===== config.mk =====
export PLATFORM = sky130hd
export DESIGN_NAME = keyed_slot_table_engine
export DESIGN_NICKNAME = d
export VERILOG_FILES = /design/src/rtl/ksl_pkg.sv /design/src/rtl/keyed_slot_table_engine.sv /design/src/rtl/ksl_ram.sv /design/src/rtl/ksl_fifo.sv /design/src/rtl/ksl_front.sv /design/src/rtl/ksl_back.sv
export VERILOG_INCLUDE_DIRS = /design/src /design/src/rtl
export SDC_FILE = /design/constraint.sdc
export NUM_CORES = 2
export LEC_CHECK = 0
export ABC_CLOCK_PERIOD_IN_PS = 16250
export BUFFER_PORTS_ARGS = -buffer_cell sky130_fd_sc_hd__buf_2
export CAP_MARGIN = 10
export CORE_ASPECT_RATIO = 0.6
export CORE_MARGIN = 2
export CORE_UTILIZATION = 44
export CTS_BUF_LIST = sky130_fd_sc_hd__clkbuf_4
export CTS_CLUSTER_DIAMETER = 80
export DETAILED_ROUTE_END_ITERATION = 12
export GPL_TIMING_DRIVEN = 0
export PLACE_DENSITY = 0.58
export SYNTH_ARGS = -nofsm -noshare
export SYNTH_HDL_FRONTEND = slang
export SYNTH_SLANG_ARGS = --single-unit

===== constraint.sdc =====
create_clock -name clk -period 16.25 [get_ports clk]
set_clock_uncertainty 0.1 [all_clocks]
set_input_delay 4.875 -clock clk [delete_from_list [all_inputs] [get_ports clk]]
set_output_delay 4.875 -clock clk [all_outputs]
set_load 0.05 [all_outputs]

===== src/rtl/assert_macros.svh =====
// assertion macros used by the top-level rtl file to check its own logic
`ifndef ASSERT_MACROS_SVH
`define ASSERT_MACROS_SVH

// same-cycle implication, checked on clk, idle while arst_n is low
`define KSL_ASSERT_SAME(lbl, ante, cons, msg) \
	lbl: assert property (@(posedge clk) disable iff (!arst_n) (ante) |-> (cons)) \
		else $error(msg);

// next-cycle implication, checked on clk, idle while arst_n is low
`define KSL_ASSERT_NEXT(lbl, ante, cons, msg) \
	lbl: assert property (@(posedge clk) disable iff (!arst_n) (ante) |=> (cons)) \
		else $error(msg);

`endif


===== src/rtl/ksl_pkg.sv =====
// shared types and constants of the keyed slot table
`timescale 1ns / 1ps

package ksl_pkg;

	localparam int KEY_W  = 16;
	localparam int DATA_W = 64;
	localparam int IDX_W  = 4;

	// request operation codes
	typedef enum logic [1:0] {
		OP_INSERT = 2'd0,
		OP_DELETE = 2'd1,
		OP_MODIFY = 2'd2,
		OP_LOOKUP = 2'd3
	} op_t;

	// result status codes
	typedef enum logic [1:0] {
		ST_DONE      = 2'd0,
		ST_FULL      = 2'd1,
		ST_NOT_FOUND = 2'd2
	} status_t;

	// what the back end has to do with a request
	typedef struct packed {
		logic is_insert;
		logic clr_valid;
		logic wr_payload;
		logic rd_payload;
	} cls_t;

	// classified request as it sits in the request queue
	typedef struct packed {
		cls_t              cls;
		logic [KEY_W-1:0]  key;
		logic [DATA_W-1:0] payload;
	} req_t;

	// one result as it sits in the result queue
	typedef struct packed {
		status_t           status;
		logic [IDX_W-1:0]  slot_index;
		logic [DATA_W-1:0] read_payload;
	} res_t;

endpackage


===== src/rtl/keyed_slot_table_engine.sv =====
// top level of the keyed slot table: front end, back end and checks
//
//  channel   handshake        payload
//  request   push / full      op, key, payload
//  result    pop / empty      status_code, slot_index, read_payload
//
// in the back end one slot of the key ram is read per cycle, lowest first,
// and the scan stops at the first hit. after reset the key ram is cleared one
// slot per cycle with full held high; up to two requests and two results wait
// in their queues, so the front end keeps taking requests while a result is
// not yet popped.
`timescale 1ns / 1ps
`include "assert_macros.svh"

module keyed_slot_table_engine #(
	parameter int SLOTS        = 16,
	parameter int PAYLOAD_BITS = 64
) (
	input  logic                       clk,
	input  logic                       arst_n,
	input  logic                       push,
	output logic                       full,
	input  logic [1:0]                 op,
	input  logic [ksl_pkg::KEY_W-1:0]  key,
	input  logic [ksl_pkg::DATA_W-1:0] payload,
	output logic                       empty,
	input  logic                       pop,
	output logic [1:0]                 status_code,
	output logic [ksl_pkg::IDX_W-1:0]  slot_index,
	output logic [ksl_pkg::DATA_W-1:0] read_payload
);

	import ksl_pkg::*;

	req_t req;
	res_t res;
	logic req_empty;
	logic req_pop;
	logic clearing;

	// request intake
	ksl_front u_front (
		.clk      (clk),
		.arst_n   (arst_n),
		.push     (push),
		.full     (full),
		.op       (op),
		.key      (key),
		.payload  (payload),
		.clearing (clearing),
		.req_pop  (req_pop),
		.req_empty(req_empty),
		.req      (req)
	);

	// table scan and update
	ksl_back #(
		.SLOTS       (SLOTS),
		.PAYLOAD_BITS(PAYLOAD_BITS)
	) u_back (
		.clk      (clk),
		.arst_n   (arst_n),
		.req_empty(req_empty),
		.req      (req),
		.req_pop  (req_pop),
		.clearing (clearing),
		.out_pop  (pop),
		.out_empty(empty),
		.res      (res)
	);

	assign status_code  = res.status;
	assign slot_index   = res.slot_index;
	assign read_payload = res.read_payload;

	// checks
	`KSL_ASSERT_SAME(a_clear_blocks, clearing, full, "request taken during clear")
	`KSL_ASSERT_NEXT(a_req_queued, push && !full, !req_empty, "accepted request lost")
	`KSL_ASSERT_SAME(a_fail_zero, !empty && res.status != ST_DONE,
		slot_index == '0 && read_payload == '0, "failed result carries data")

endmodule


===== src/rtl/ksl_ram.sv =====
// generic single-write, single-read ram with registered read data
`timescale 1ns / 1ps

module ksl_ram #(
	parameter int WIDTH = 8,
	parameter int DEPTH = 16
) (
	input  logic                     clk,
	input  logic                     we,
	input  logic [$clog2(DEPTH)-1:0] waddr,
	input  logic [WIDTH-1:0]         wdata,
	input  logic [$clog2(DEPTH)-1:0] raddr,
	output logic [WIDTH-1:0]         rdata
);

	logic [WIDTH-1:0] mem_q [DEPTH];
	logic [WIDTH-1:0] rdata_q;

	// write port
	always_ff @(posedge clk) begin
		if (we) begin
			mem_q[waddr] <= wdata;
		end
	end

	// registered read port
	always_ff @(posedge clk) begin
		rdata_q <= mem_q[raddr];
	end

	assign rdata = rdata_q;

endmodule


===== src/rtl/ksl_fifo.sv =====
// two-entry queue of flat words
`timescale 1ns / 1ps

module ksl_fifo #(
	parameter int WIDTH = 8
) (
	input  logic             clk,
	input  logic             arst_n,
	input  logic             push,
	input  logic [WIDTH-1:0] wdata,
	output logic             full,
	input  logic             pop,
	output logic [WIDTH-1:0] rdata,
	output logic             empty
);

	logic [WIDTH-1:0] mem_q [2];
	logic             wr_ptr_q;
	logic             rd_ptr_q;
	logic [1:0]       cnt_q;
	logic             do_push;
	logic             do_pop;

	assign full    = cnt_q == 2'd2;
	assign empty   = cnt_q == 2'd0;
	assign do_push = push && !full;
	assign do_pop  = pop && !empty;
	assign rdata   = mem_q[rd_ptr_q];

	// pointers and fill level
	always_ff @(posedge clk or negedge arst_n) begin
		if (!arst_n) begin
			wr_ptr_q <= 1'b0;
			rd_ptr_q <= 1'b0;
			cnt_q    <= 2'd0;
		end else begin
			if (do_push) begin
				wr_ptr_q <= !wr_ptr_q;
			end
			if (do_pop) begin
				rd_ptr_q <= !rd_ptr_q;
			end
			if (do_push && !do_pop) begin
				cnt_q <= cnt_q + 2'd1;
			end else if (do_pop && !do_push) begin
				cnt_q <= cnt_q - 2'd1;
			end
		end
	end

	// entry storage
	always_ff @(posedge clk) begin
		if (do_push) begin
			mem_q[wr_ptr_q] <= wdata;
		end
	end

endmodule


===== src/rtl/ksl_front.sv =====
// front end: takes requests, classifies the operation and queues them
`timescale 1ns / 1ps

module ksl_front (
	input  logic                       clk,
	input  logic                       arst_n,
	input  logic                       push,
	output logic                       full,
	input  logic [1:0]                 op,
	input  logic [ksl_pkg::KEY_W-1:0]  key,
	input  logic [ksl_pkg::DATA_W-1:0] payload,
	input  logic                       clearing,
	input  logic                       req_pop,
	output logic                       req_empty,
	output ksl_pkg::req_t              req
);

	import ksl_pkg::*;

	cls_t cls;
	req_t req_in;
	logic q_full;
	logic [$bits(req_t)-1:0] q_rdata;

	// decode the operation into the back end's action flags
	always_comb begin
		cls = '0;
		unique case (op_t'(op))
			OP_INSERT: begin
				cls.is_insert  = 1'b1;
				cls.wr_payload = 1'b1;
			end
			OP_DELETE: begin
				cls.clr_valid = 1'b1;
			end
			OP_MODIFY: begin
				cls.wr_payload = 1'b1;
			end
			OP_LOOKUP: begin
				cls.rd_payload = 1'b1;
			end
			default: begin
				cls = '0;
			end
		endcase
	end

	assign req_in = '{cls: cls, key: key, payload: payload};

	// no request is taken while the table is being cleared
	assign full = q_full || clearing;

	// request queue
	ksl_fifo #(
		.WIDTH($bits(req_t))
	) u_req_q (
		.clk   (clk),
		.arst_n(arst_n),
		.push  (push && !full),
		.wdata (req_in),
		.full  (q_full),
		.pop   (req_pop),
		.rdata (q_rdata),
		.empty (req_empty)
	);

	assign req = req_t'(q_rdata);

endmodule


===== src/rtl/ksl_back.sv =====
// back end: scans the slot table, applies the request and queues the result
`timescale 1ns / 1ps

module ksl_back #(
	parameter int SLOTS        = 16,
	parameter int PAYLOAD_BITS = 64
) (
	input  logic          clk,
	input  logic          arst_n,
	input  logic          req_empty,
	input  ksl_pkg::req_t req,
	output logic          req_pop,
	output logic          clearing,
	input  logic          out_pop,
	output logic          out_empty,
	output ksl_pkg::res_t res
);

	import ksl_pkg::*;

	localparam int AW = $clog2(SLOTS);
	localparam logic [AW-1:0] LAST = AW'(SLOTS - 1);

	typedef enum logic [3:0] {
		S_CLEAR = 4'b0001,
		S_IDLE  = 4'b0010,
		S_SCAN  = 4'b0100,
		S_RESP  = 4'b1000
	} state_t;

	state_t                  state_q;
	logic [AW-1:0]           scan_addr_q;
	logic                    iss_q;
	logic                    chk_s1;
	logic [AW-1:0]           idx_s1;
	req_t                    cur_q;
	res_t                    res_q;
	logic [AW-1:0]           wr_idx_q;
	logic                    do_wr_q;

	logic [KEY_W:0]          kv_rd;
	logic [KEY_W:0]          kv_wdata;
	logic [AW-1:0]           kv_waddr;
	logic                    kv_we;
	logic [PAYLOAD_BITS-1:0] pl_rd;
	logic                    pl_we;
	logic                    hit;
	logic                    last_chk;
	logic                    out_full;
	logic                    res_push;
	logic [$bits(res_t)-1:0] out_rdata;

	// compare of the slot whose address was issued in the previous cycle
	assign hit = chk_s1 && (cur_q.cls.is_insert ? !kv_rd[KEY_W] :
		(kv_rd[KEY_W] && kv_rd[KEY_W-1:0] == cur_q.key));
	assign last_chk = chk_s1 && idx_s1 == LAST;

	assign clearing = state_q == S_CLEAR;
	assign req_pop  = state_q == S_IDLE && !req_empty;
	assign res_push = state_q == S_RESP && !out_full;

	// table writes: clearing pass, insert, delete and modify
	assign kv_we    = clearing ||
		(res_push && do_wr_q && (cur_q.cls.is_insert || cur_q.cls.clr_valid));
	assign kv_waddr = clearing ? scan_addr_q : wr_idx_q;
	assign kv_wdata = clearing ? '0 : {cur_q.cls.is_insert, cur_q.key};
	assign pl_we    = res_push && do_wr_q && cur_q.cls.wr_payload;

	// sequencer and scan counter
	always_ff @(posedge clk or negedge arst_n) begin
		if (!arst_n) begin
			state_q     <= S_CLEAR;
			scan_addr_q <= '0;
			iss_q       <= 1'b0;
			chk_s1      <= 1'b0;
		end else begin
			unique case (state_q)
				S_CLEAR: begin
					if (scan_addr_q == LAST) begin
						scan_addr_q <= '0;
						state_q     <= S_IDLE;
					end else begin
						scan_addr_q <= scan_addr_q + 1'b1;
					end
				end
				S_IDLE: begin
					chk_s1 <= 1'b0;
					if (!req_empty) begin
						scan_addr_q <= '0;
						iss_q       <= 1'b1;
						state_q     <= S_SCAN;
					end
				end
				S_SCAN: begin
					chk_s1 <= iss_q;
					if (hit || last_chk) begin
						iss_q   <= 1'b0;
						state_q <= S_RESP;
					end else if (iss_q) begin
						if (scan_addr_q == LAST) begin
							iss_q <= 1'b0;
						end else begin
							scan_addr_q <= scan_addr_q + 1'b1;
						end
					end
				end
				S_RESP: begin
					if (!out_full) begin
						state_q <= S_IDLE;
					end
				end
				default: begin
					state_q <= S_CLEAR;
				end
			endcase
		end
	end

	// request, scan tag and result registers
	always_ff @(posedge clk) begin
		idx_s1 <= scan_addr_q;
		if (req_pop) begin
			cur_q <= req;
		end
		if (state_q == S_SCAN) begin
			if (hit) begin
				res_q.status       <= ST_DONE;
				res_q.slot_index   <= IDX_W'(idx_s1);
				res_q.read_payload <= cur_q.cls.rd_payload ? DATA_W'(pl_rd) : '0;
				wr_idx_q           <= idx_s1;
				do_wr_q            <= 1'b1;
			end else if (last_chk) begin
				res_q.status       <= cur_q.cls.is_insert ? ST_FULL : ST_NOT_FOUND;
				res_q.slot_index   <= '0;
				res_q.read_payload <= '0;
				do_wr_q            <= 1'b0;
			end
		end
	end

	// valid bit and key per slot
	ksl_ram #(
		.WIDTH(KEY_W + 1),
		.DEPTH(SLOTS)
	) u_key_ram (
		.clk  (clk),
		.we   (kv_we),
		.waddr(kv_waddr),
		.wdata(kv_wdata),
		.raddr(scan_addr_q),
		.rdata(kv_rd)
	);

	// payload per slot
	ksl_ram #(
		.WIDTH(PAYLOAD_BITS),
		.DEPTH(SLOTS)
	) u_pl_ram (
		.clk  (clk),
		.we   (pl_we),
		.waddr(wr_idx_q),
		.wdata(cur_q.payload[PAYLOAD_BITS-1:0]),
		.raddr(scan_addr_q),
		.rdata(pl_rd)
	);

	// result queue
	ksl_fifo #(
		.WIDTH($bits(res_t))
	) u_res_q (
		.clk   (clk),
		.arst_n(arst_n),
		.push  (res_push),
		.wdata (res_q),
		.full  (out_full),
		.pop   (out_pop),
		.rdata (out_rdata),
		.empty (out_empty)
	);

	assign res = res_t'(out_rdata);

endmodule

==> results by group <==
GRT
  – Vias in the first global route: 33888
  – Global route total overflow: 0
  – Largest net degree at the start of global routing: 55
  – Global-route usage over all layers: 21.5%
  – First-pass GRT wire length: ~240000 µm
  – Initial antenna violation count: 14

Yosys
  – Register area share after synthesis: 80.7%
  – Yosys reg bits: 1866
  – Post-synth ARST share: 0.965%
  – EDFF count, synth: 1763
  – Post-Synth Simple-Gate Area: ~1.7%
  – Post-synthesis xor/xnor area fraction: less than 1%
  – Synth Area in Compound Gates: 0.368%
  – Syn Inst Count: between 2000 and 3000
  – Mux cell area share after synthesis: between 15 and 20%
  – Avg Inst Size Synth: about 24 µm²
  – Unique masters post-synth: 60
  – Syn Nets: just under 3000
  – Yosys Warn Count: 0
  – Area share of fa/ha/maj cells after synthesis: 0.0550%
  – Mapped cell area: approximately 68000 µm²
  – Post-synth top flop: edfxtp_1
  – Largest family of logic cells by synthesized area: multiplexers

Clock network
  – H-tree Lvls: 5
  – Worst-case clock buffer depth: 4
  – Root buf cell: clkbuf_4
  – CTS tree: yes
  – Skew-Pair Late Insertion Delay: 1350 ps
  – Postcts setup bufs: 0
  – TritonCTS Buffers: between 400 and 500
  – Reg clk slew, reported paths: around 70 ps
  – Clk sinks: 1866
  – # hold bufs at CTS: 0
  – # resized after CTS: 0

STA
  – Max-slew headroom: 13.2%
  – Crit share post-route: a little over half
  – Endpoints failing hold: 0
  – Slew @ Worst Pin: approximately 1300 ps
  – Fin crit period: between 8000 and 9000 ps
  – Hold WS: approximately 270 ps
  – Unrepaired setup endpoints after global routing: false
  – Slew Limit Fails: 0
  – Setup TNS: 0 ps
  – Fmax: around 0.11 GHz
  – Final count of negative-setup-slack endpoints: 0

Critical path
  – CP endpoint kind: output pin
  – CP Max Fanout: 10
  – Setup crit start kind: flop
  – CP max stage cell: clkbuf_1
  – Critical Path Max Stage Delay: between 700 and 800 ps
  – Critical Path RT: approximately 11000 ps
  – CP dominant cell by count: clkbuf_1
  – Arrival @ worst endpoint: 3840 ps
  – Setup CP Type: reg -> out
  – Crit-path cells: clkbuf_1 -> buf_16 -> clkbuf_1 -> mux2_2 -> buf_2

Floorplanning
  – Rows: around 110
  – IO Pins: 158
  – Initial core utilization: ~45%
  – Die area: about 160000 µm²
  – Die H: about 310 µm
  – Horiz. Die Dim: 513 µm
  – Core ar.: around 150000 µm²

Detailed routing
  – DR iter-0 viols: a little over 4000
  – DRT Pass-1 Iters: 5
  – Via count: 33206
  – Met2 WL: 76100 µm
  – Met1 Wirelength: a little over 70000 µm
  – Final WL: ~170000 µm
  – DRC: 0
  – Highest Signal Layer: met4
  – Via density per instance: 5.62
  – Wire length on met3: roughly 18000 µm
  – Post-DRT Antenna Nets: 0
  – Drt wl/cell: ~29 µm

Power and ir drop
  – Peak VDD IR: approximately 0.000087 V
  – Switching Power: between 3 and 4 mW
  – Sequential Power Share: between 40% and 50%
  – Pint: around 8.7 mW
  – Clock power frac: 30.1%
  – Switch share: between 20 and 30%
  – Comb power frac: 24.1%
  – Pwr Density: 155 nW/µm²
  – P_leak: around 26 nW

Job
  – Max-Cap Viols: 0

Placement
  – Placer Congestion: 0.780
  – IO Port Bufs: 157
  – Placed cells: 5130
  – Dpl hpwl: approximately 110000 µm

Cells and area
  – Nets@finish: about 3600
  – Layout cell share with drive strength beyond 1: 41.9%
  – Fillcell total: about 12000
  – Final Instance Count excl. Fillers: between 5000 and 6000
  – Layout area overhead: 16.1%

Status
  – Outcome: completed

Hold path
  – HP Class: reg -> reg
[area by class of cell]
class,instances,area (µm²),share of cell area (%)
Antenna cell,11,27.5,0.0347
Buffer,133,594,0.750
Clock buffer,669,5020,6.34
Clock inverter,100,454,0.573
Inverter,13,53.8,0.0679
Multi-Input combinational cell,821,12800,16.1
Sequential cell,1866,55100,69.5
Tap cell,2034,2540,3.21
Timing Repair Buffer,265,2720,3.43
[worst paths after layout]
path,from,endpoint,slack [ps],cells after the start
worst max-delay path,u_back.u_res_q.rd_ptr_q,read_payload[0],7440,5
worst min-delay path,u_back.scan_addr_q[2],u_back.idx_s1[2],270,0
worst max register to register,u_back.cur_q[67],u_back.res_q[56],10840,10
worst min register to register,u_back.scan_addr_q[2],u_back.idx_s1[2],270,0
max in group asynchronous,arst_n,u_back.state_q[0],12260,1
min in group asynchronous,arst_n,u_back.u_res_q.wr_ptr_q,3360,1
[sequential cells by signal, indices dropped and copies added, names as in the netlist, 2 cells and up]
register / cells
u_back.u_pl_ram.rdata: 64
u_back.u_res_q.cnt_q: 2
u_back.wr_idx_q: 4
u_back.u_res_q.mem_q: 140
u_back.scan_addr_q: 4
u_back.state_q: 4
u_back.res_q: 70
u_back.u_pl_ram.mem_q: 1024
u_back.u_key_ram.rdata: 17
u_back.cur_q: 84
u_front.u_req_q.cnt_q: 2
u_front.u_req_q.mem_q: 168
u_back.u_key_ram.mem_q: 272
u_back.idx_s1: 4
[worst max-delay path, delay by kind of cell, from the launching register on]
kind | cells | cell delay (ps)
buffers and inverters | 4 | 1670
flip-flops | 1 | 330
multiplexers | 1 | 480
[synth_stat cells, drive strengths merged (2+ instances only)]
master	number	area (µm²)
dfrtp	17	425
o21ai	6	30.0
nor4b	2	32.5
and2	26	163
nand2b	5	38.8
xor2	6	52.6
clkbuf	71	267
xnor2	22	193
buf	62	324
nor2	54	215
a21o	2	15.0
inv	13	48.8
ha	3	37.5
a21oi	4	20.0
a31oi	5	31.3
nor3	10	60.1
a211oi	2	20.0
and3	67	419
nor3b	2	15.0
nand3	7	40.0
o32ai	2	17.5
dfxtp	85	1700
nand4	3	18.8
mux2	155	1750
or4b	2	23.8
o31ai	3	36.3
edfxtp	1763	52900
mux4	405	9120
nand2	9	33.8
a32oi	2	17.5
nor4	3	25.0
[per-stage QoR]
| step | setup slack (ps) | instance area [µm²] | total power, mW | utilization [%] |
|---|---|---|---|---|
| finish | 7440 | 79300 | 12.3 | 51.7 |
| global route | 7170 | 79300 | 12.8 | 51.7 |
| CTS | 6840 | 79200 | 12.4 | 51.6 |
| detailed placement | 8360 | 73700 | 8.71 | 48.1 |
| global placement | 2400 | 71600 | 8.61 | 46.7 |
| floorplan | 7150 | 68300 | 7.68 | - |
[placed cells by master (no fill, tap or decap), drive strengths merged, types with 4 or more instances in the layout]
| master | synthesis | final |
|---|---|---|
| inv | 13 | 17 |
| and2 | 26 | 26 |
| and3 | 67 | 67 |
| nand3 | 7 | 7 |
| dfxtp | 85 | 85 |
| a31oi | 5 | 5 |
| edfxtp | 1763 | 1763 |
| nand2b | 5 | 5 |
| a21oi | 4 | 4 |
| nor2 | 54 | 54 |
| xnor2 | 22 | 22 |
| nand2 | 9 | 9 |
| mux4 | 405 | 405 |
| o21ai | 6 | 6 |
| nor3 | 10 | 10 |
| diode | 0 | 11 |
| dfrtp | 17 | 17 |
| buf | 62 | 327 |
| xor2 | 6 | 6 |
| clkinv | 0 | 93 |
| clkbuf | 71 | 740 |
| mux2 | 155 | 155 |
[routing by layer]
metal	track usage (%)	up-vias
met1	31.1	17491
li1	-	13643
met5	0	-
met3	6.85	237
met2	31.5	1835
met4	5.80	0
[power groups by stage]
stage,sequential [mW],combinational [mW],clock [mW]
6_report,5.63,2.96,3.70
5_1_grt,5.64,3.12,4.04
4_1_cts,5.63,2.98,3.80
3_3_place_gp,5.73,2.88,0
2_1_floorplan,5.68,2.01,0
3_5_place_dp,5.73,2.97,0
[cell families (layout without fill, tap and decap cells)]
family / Yosys count / after routing
simple gates: 195 / 195
xor+xnor: 28 / 28
compound gates: 34 / 34
mux: 561 / 561
other cells: 0 / 11
fa+ha+maj: 3 / 3
buf+inv: 146 / 1180
flops: 1866 / 1866
No activity file was read; power rests on OpenSTA's default activity.
